$ cat src/hdl/otu_pkg.sv
`timescale 1ns / 1ps
// Shared types and constants of the timer/UART register block.
// No dependencies.
package otu_pkg;

  localparam logic [1:0] ACT_READ    = 2'd0;
  localparam logic [1:0] ACT_WRITE   = 2'd1;
  localparam logic [1:0] ACT_ADVANCE = 2'd2;
  localparam logic [1:0] ACT_NOP     = 2'd3;

  localparam logic [31:0] WIN_FIRST = 32'h8000_1001;
  localparam logic [31:0] WIN_SPAN  = 32'h8000_8080 - 32'h8000_1001;

  localparam logic [31:0] A_LIR   = 32'h8000_1001;
  localparam logic [31:0] A_USR   = 32'h8000_2013;
  localparam logic [31:0] A_UCR   = 32'h8000_2017;
  localparam logic [31:0] A_UTHR  = 32'h8000_2019;
  localparam logic [31:0] A_URHR  = 32'h8000_201B;
  localparam logic [31:0] A_TSR   = 32'h8000_2020;
  localparam logic [31:0] A_TCR   = 32'h8000_2021;
  localparam logic [31:0] A_RRH   = 32'h8000_2022;
  localparam logic [31:0] A_RRL   = 32'h8000_2023;
  localparam logic [31:0] A_T0H   = 32'h8000_2024;
  localparam logic [31:0] A_T0L   = 32'h8000_2025;
  localparam logic [31:0] A_T1H   = 32'h8000_2026;
  localparam logic [31:0] A_T1L   = 32'h8000_2027;
  localparam logic [31:0] A_T2H   = 32'h8000_2028;
  localparam logic [31:0] A_T2L   = 32'h8000_2029;
  localparam logic [31:0] A_PICR1 = 32'h8000_2045;
  localparam logic [31:0] A_MSR   = 32'h8000_8000;

  // register selector codes
  localparam logic [4:0] SEL_NONE  = 5'd0;
  localparam logic [4:0] SEL_LIR   = 5'd1;
  localparam logic [4:0] SEL_USR   = 5'd2;
  localparam logic [4:0] SEL_UCR   = 5'd3;
  localparam logic [4:0] SEL_UTHR  = 5'd4;
  localparam logic [4:0] SEL_URHR  = 5'd5;
  localparam logic [4:0] SEL_TSR   = 5'd6;
  localparam logic [4:0] SEL_TCR   = 5'd7;
  localparam logic [4:0] SEL_RRH   = 5'd8;
  localparam logic [4:0] SEL_RRL   = 5'd9;
  localparam logic [4:0] SEL_T0H   = 5'd10;
  localparam logic [4:0] SEL_T0L   = 5'd11;
  localparam logic [4:0] SEL_T1H   = 5'd12;
  localparam logic [4:0] SEL_T1L   = 5'd13;
  localparam logic [4:0] SEL_T2H   = 5'd14;
  localparam logic [4:0] SEL_T2L   = 5'd15;
  localparam logic [4:0] SEL_PICR1 = 5'd16;
  localparam logic [4:0] SEL_MSR   = 5'd17;

  localparam logic [7:0] LIR_MASK   = 8'h77;
  localparam logic [7:0] UCR_CMD    = 8'h70;
  localparam logic [7:0] CMD_RXRST  = 8'h20;
  localparam logic [7:0] CMD_TXRST  = 8'h30;
  localparam logic [7:0] CMD_STCLR  = 8'h40;
  localparam logic [7:0] USR_RESET  = 8'h04;
  localparam logic [15:0] TMR_MAX   = 16'hFFFF;

  typedef struct packed {
    logic [1:0]  action;
    logic [31:0] address;
    logic [2:0]  access_bytes;
    logic [31:0] write_data;
    logic [15:0] elapsed_cycles;
  } req_item_t;

  typedef struct packed {
    logic [31:0] read_data;
    logic        irq_request;
    logic [2:0]  irq_level;
    logic [6:0]  line_interrupt_value;
  } rsp_item_t;

  typedef struct packed {
    logic [7:0]  tsr;
    logic [7:0]  tcr;
    logic [15:0] rr;
    logic [15:0] t0;
    logic [15:0] t1;
    logic [15:0] t2;
  } tmr_t;

endpackage

$ cat src/hdl/otu_timer_step.sv
`timescale 1ns / 1ps
// One prescaler tick applied to the timer registers.
// Depends on otu_pkg.
module otu_timer_step (
  input  otu_pkg::tmr_t cur,
  output otu_pkg::tmr_t nxt,
  output logic          raise
);
  import otu_pkg::*;

  // returns {raise, status, timer}
  function automatic logic [24:0] side(input logic [15:0] t, input logic [7:0] st,
                                       input logic [7:0] ctl, input logic [7:0] field,
                                       input logic [7:0] ovf, input logic [7:0] clr,
                                       input logic [7:0] match, input logic [15:0] t0n);
    logic [15:0] tn;
    logic [7:0]  s;
    logic        r;
    s = st;
    r = 1'b0;
    tn = t;
    if ((ctl & field) != 8'h00) begin
      if (t == TMR_MAX) begin
        s = s | ovf;
        r = 1'b1;
      end else if ((ctl & field) == field) begin
        s = s & ~clr;
      end
      tn = t + 16'd1;
      if (tn == t0n) s = s | match;
    end
    return {r, s, tn};
  endfunction

  logic [15:0] t0n;
  logic [7:0]  st0;
  logic        r0;
  logic [24:0] s1, s2;

  always_comb begin
    if (cur.t0 == TMR_MAX) begin
      t0n = cur.rr;
      st0 = cur.tsr | 8'h80;
      r0  = 1'b1;
    end else begin
      t0n = cur.t0 + 16'd1;
      st0 = cur.tsr;
      r0  = 1'b0;
    end
    s1 = side(cur.t1, st0, cur.tcr, 8'h30, 8'h10, 8'h11, 8'h40, t0n);
    s2 = side(cur.t2, s1[23:16], cur.tcr, 8'h03, 8'h02, 8'h03, 8'h08, t0n);
    nxt     = cur;
    nxt.t0  = t0n;
    nxt.t1  = s1[15:0];
    nxt.t2  = s2[15:0];
    nxt.tsr = s2[23:16];
    raise   = r0 | s1[24] | s2[24];
  end

endmodule

$ cat config.mk
export PLATFORM = sky130hd
export DESIGN_NAME = otu_timer_step
export DESIGN_NICKNAME = d
export VERILOG_FILES = /design/src/hdl/otu_pkg.sv /design/src/hdl/otu_timer_step.sv
export SDC_FILE = /design/constraint.sdc
export NUM_CORES = 1
export LEC_CHECK = 0
export BUFFER_PORTS_ARGS = -buffer_cell sky130_fd_sc_hd__buf_2
export CAP_MARGIN = 20
export CORE_UTILIZATION = 35
export DETAILED_ROUTE_END_ITERATION = 7
export PLACE_DENSITY = 0.77
export SYNTH_ARGS = -nofsm -noshare
export SYNTH_HDL_FRONTEND = slang
export SYNTH_SLANG_ARGS = --single-unit
export TNS_END_PERCENT = 30
$ cat constraint.sdc
create_clock -name vclk -period 3.95
set_input_delay 0.79 -clock vclk [all_inputs]
set_output_delay 0.79 -clock vclk [all_outputs]
set_load 0.01 [all_outputs]
==> impl_metrics.env <==
export IMPL_fp_dieW_um=85.1
export IMPL_syn_area_per_cell_um2=6.77
export IMPL_yosysTopAreaCellShare=0.177
export IMPL_n_fill_cell=687
export IMPL_numPlacedInstances=557
export IMPL_relSlewSlack=0.560
export IMPL_critPathCaptureType="output port"
export IMPL_ys_seq_area_frac=0
export IMPL_hold_class="input pin to output port"
export IMPL_n_antenna_cell=0
export IMPL_firstDrtPassIters=5
export IMPL_final_setup_tns_ns=0
export IMPL_yosysUniqueCellTypes=57
export IMPL_yosys_area_top_type="xnor2_1"
export IMPL_synth_area_um2=2420
export IMPL_overflow=0
export IMPL_final_nets=566
export IMPL_grt_usage=0.222
export IMPL_status="finished clean"
export IMPL_p_leak_nw=1.49
export IMPL_synth_warnings=0
export IMPL_io_buffers=149
export IMPL_maxCapViolations=0
export IMPL_powerDensity_nw_per_um2=104
export IMPL_drc=0
export IMPL_crit_chain="buf_2 > ha_1 > nand3_1 > nor2_4 > nand4_4 > mux2_2 > xnor2_1 > o221ai_1 > mux2_2 > a41o_1 > buf_2"
export IMPL_vdd_drop_max_mv=0.0490
export IMPL_drt_wirelength_per_cell_um=15.1
export IMPL_synth_common_cells="49 x xnor2_1, 37 x nand2_1, 30 x buf_4, 30 x nor2_1, 30 x xor2_1"
export IMPL_min_period_ns=3.82
export IMPL_power_total_mw=0.326
export IMPL_drive_above_1_share=0.403
export IMPL_finalCritPeriodShare=0.967
export IMPL_antenna_found_initial=0
export IMPL_worstSetupStartpointType="input pin"
export IMPL_worst_slack_ns=0.132
export IMPL_final_core_util=0.481
export IMPL_dpl_worst_slack_ns=0.0669
export IMPL_setup_viol=0
export IMPL_path_max_fanout=9
export IMPL_antenna_left=0
export IMPL_routabilityCongestion=0.890
export IMPL_final_cells=558
export IMPL_dpl_hpwl_mm=7.20
export IMPL_slowest_stage="mux2_2"
export IMPL_ys_top_cells_by_area="xnor2_1 18%, xor2_1 11%, buf_4 9.3%"
export IMPL_rsz0062_at_grt="no"
export IMPL_seq_cells=0
export IMPL_routed_wl_mm=8.45
export IMPL_synth_nets=440
export IMPL_initial_utilization=0.372
export IMPL_slew_viol_final=0
export IMPL_grt_pass1_wl_mm=13.2
export IMPL_area_growth_pct=29.1
export IMPL_worst_pin_slew_ns=0.654
export IMPL_register_area_um2=0
export IMPL_hold_viol_final=0
export IMPL_vias_per_cell=5.46
export IMPL_num_io_pins=161
export IMPL_drtIter0Drc=128
export IMPL_core_area_um2=6490
export IMPL_yosysMostFrequentCell="xnor2_1"
export IMPL_max_clock_freq_ghz=0.262
export IMPL_grt_pass1_vias=2708
export IMPL_critPathMaxStageDelay_ns=0.40
export IMPL_cp_required_ns=3.16
export IMPL_vias=3046
export IMPL_syn_inst=357
export IMPL_die_h_um=85.1
export IMPL_placementRows=29
export IMPL_die_area_um2=7250
export IMPL_grt_max_degree=10
export IMPL_nClkBuffers=0
export IMPL_critPathArrivalTime_ns=3.03
export IMPL_crit_type="input pin to output port"
routing by layer:
layer,vias up,global-route usage,share of wire
met5,-,0,0
met4,0,0.0169,0.0090
met3,8,0.0107,0.069
met2,160,0.395,0.46
met1,1391,0.307,0.46
li1,1487,-,-
stage by stage:
step | hold slack (ns) | cell area (um^2)
2_1_floorplan | 1.65 | 2420
4_1_cts | 1.58 | 3100
3_5_place_dp | 1.58 | 3100
6_report | 1.58 | 3120
3_3_place_gp | 1.58 | 3100
5_1_grt | 1.58 | 3120
cells by family after synthesis:
| logic type | Yosys count | synth area share |
|---|---|---|
| mux | 13 | 0.0585 |
| xor+xnor | 79 | 0.286 |
| compound gates | 44 | 0.142 |
| fa+ha+maj | 3 | 0.0155 |
| simple gates | 163 | 0.362 |
| buf+inv | 55 | 0.136 |
repair_timing:
| item | in CTS | in global routing |
|---|---|---|
| setup buffers | 0 | 1 |
| setup endpoints to repair | 0 | 2 |
| hold buffers | 0 | 0 |
| gates resized for setup | 0 | 6 |
| endpoints found under the hold margin | 0 | 0 |
placed cells by master, fill, tap and decap left out, types with 11 or more instances in the layout:
cell	n
inv_1	14
nor2_1	29
nor3_1	11
nand4_1	15
nand2_1	37
nand3_1	28
xor2_1	30
buf_2	149
buf_4	16
xnor2_1	49
power by group:
part,leakage (nW),internal (mW),switching [mW]
combinational,1.49,0.142,0.184
sequential,0,0,0
clock,0,0,0
final cells by class:
| type | count | area, um^2 | share of cell area |
|---|---|---|---|
| Inverter | 14 | 52.6 | 0.0168 |
| Multi-Input combinational cell | 302 | 2110 | 0.675 |
| Tap cell | 77 | 96.3 | 0.0309 |
| Timing Repair Buffer | 165 | 866 | 0.277 |
worst max-delay path, delay by kind of cell:
kind	cells	cell delay, ns
muxes	2	0.67
buffers and inverters	2	0.26
and+or+nand+nor	3	0.58
xor gates and xnor gates	1	0.17
adders and majority gates	1	0.21
AOI/OAI and AO/OA	2	0.33
final timing paths:
kind / startpoint / to / slack, ns / cells past startpoint
max: cur[32] / nxt[75] / 0.13 / 11
min: cur[77] / nxt[77] / 1.58 / 0
No activity file was read; power rests on OpenSTA's default activity.
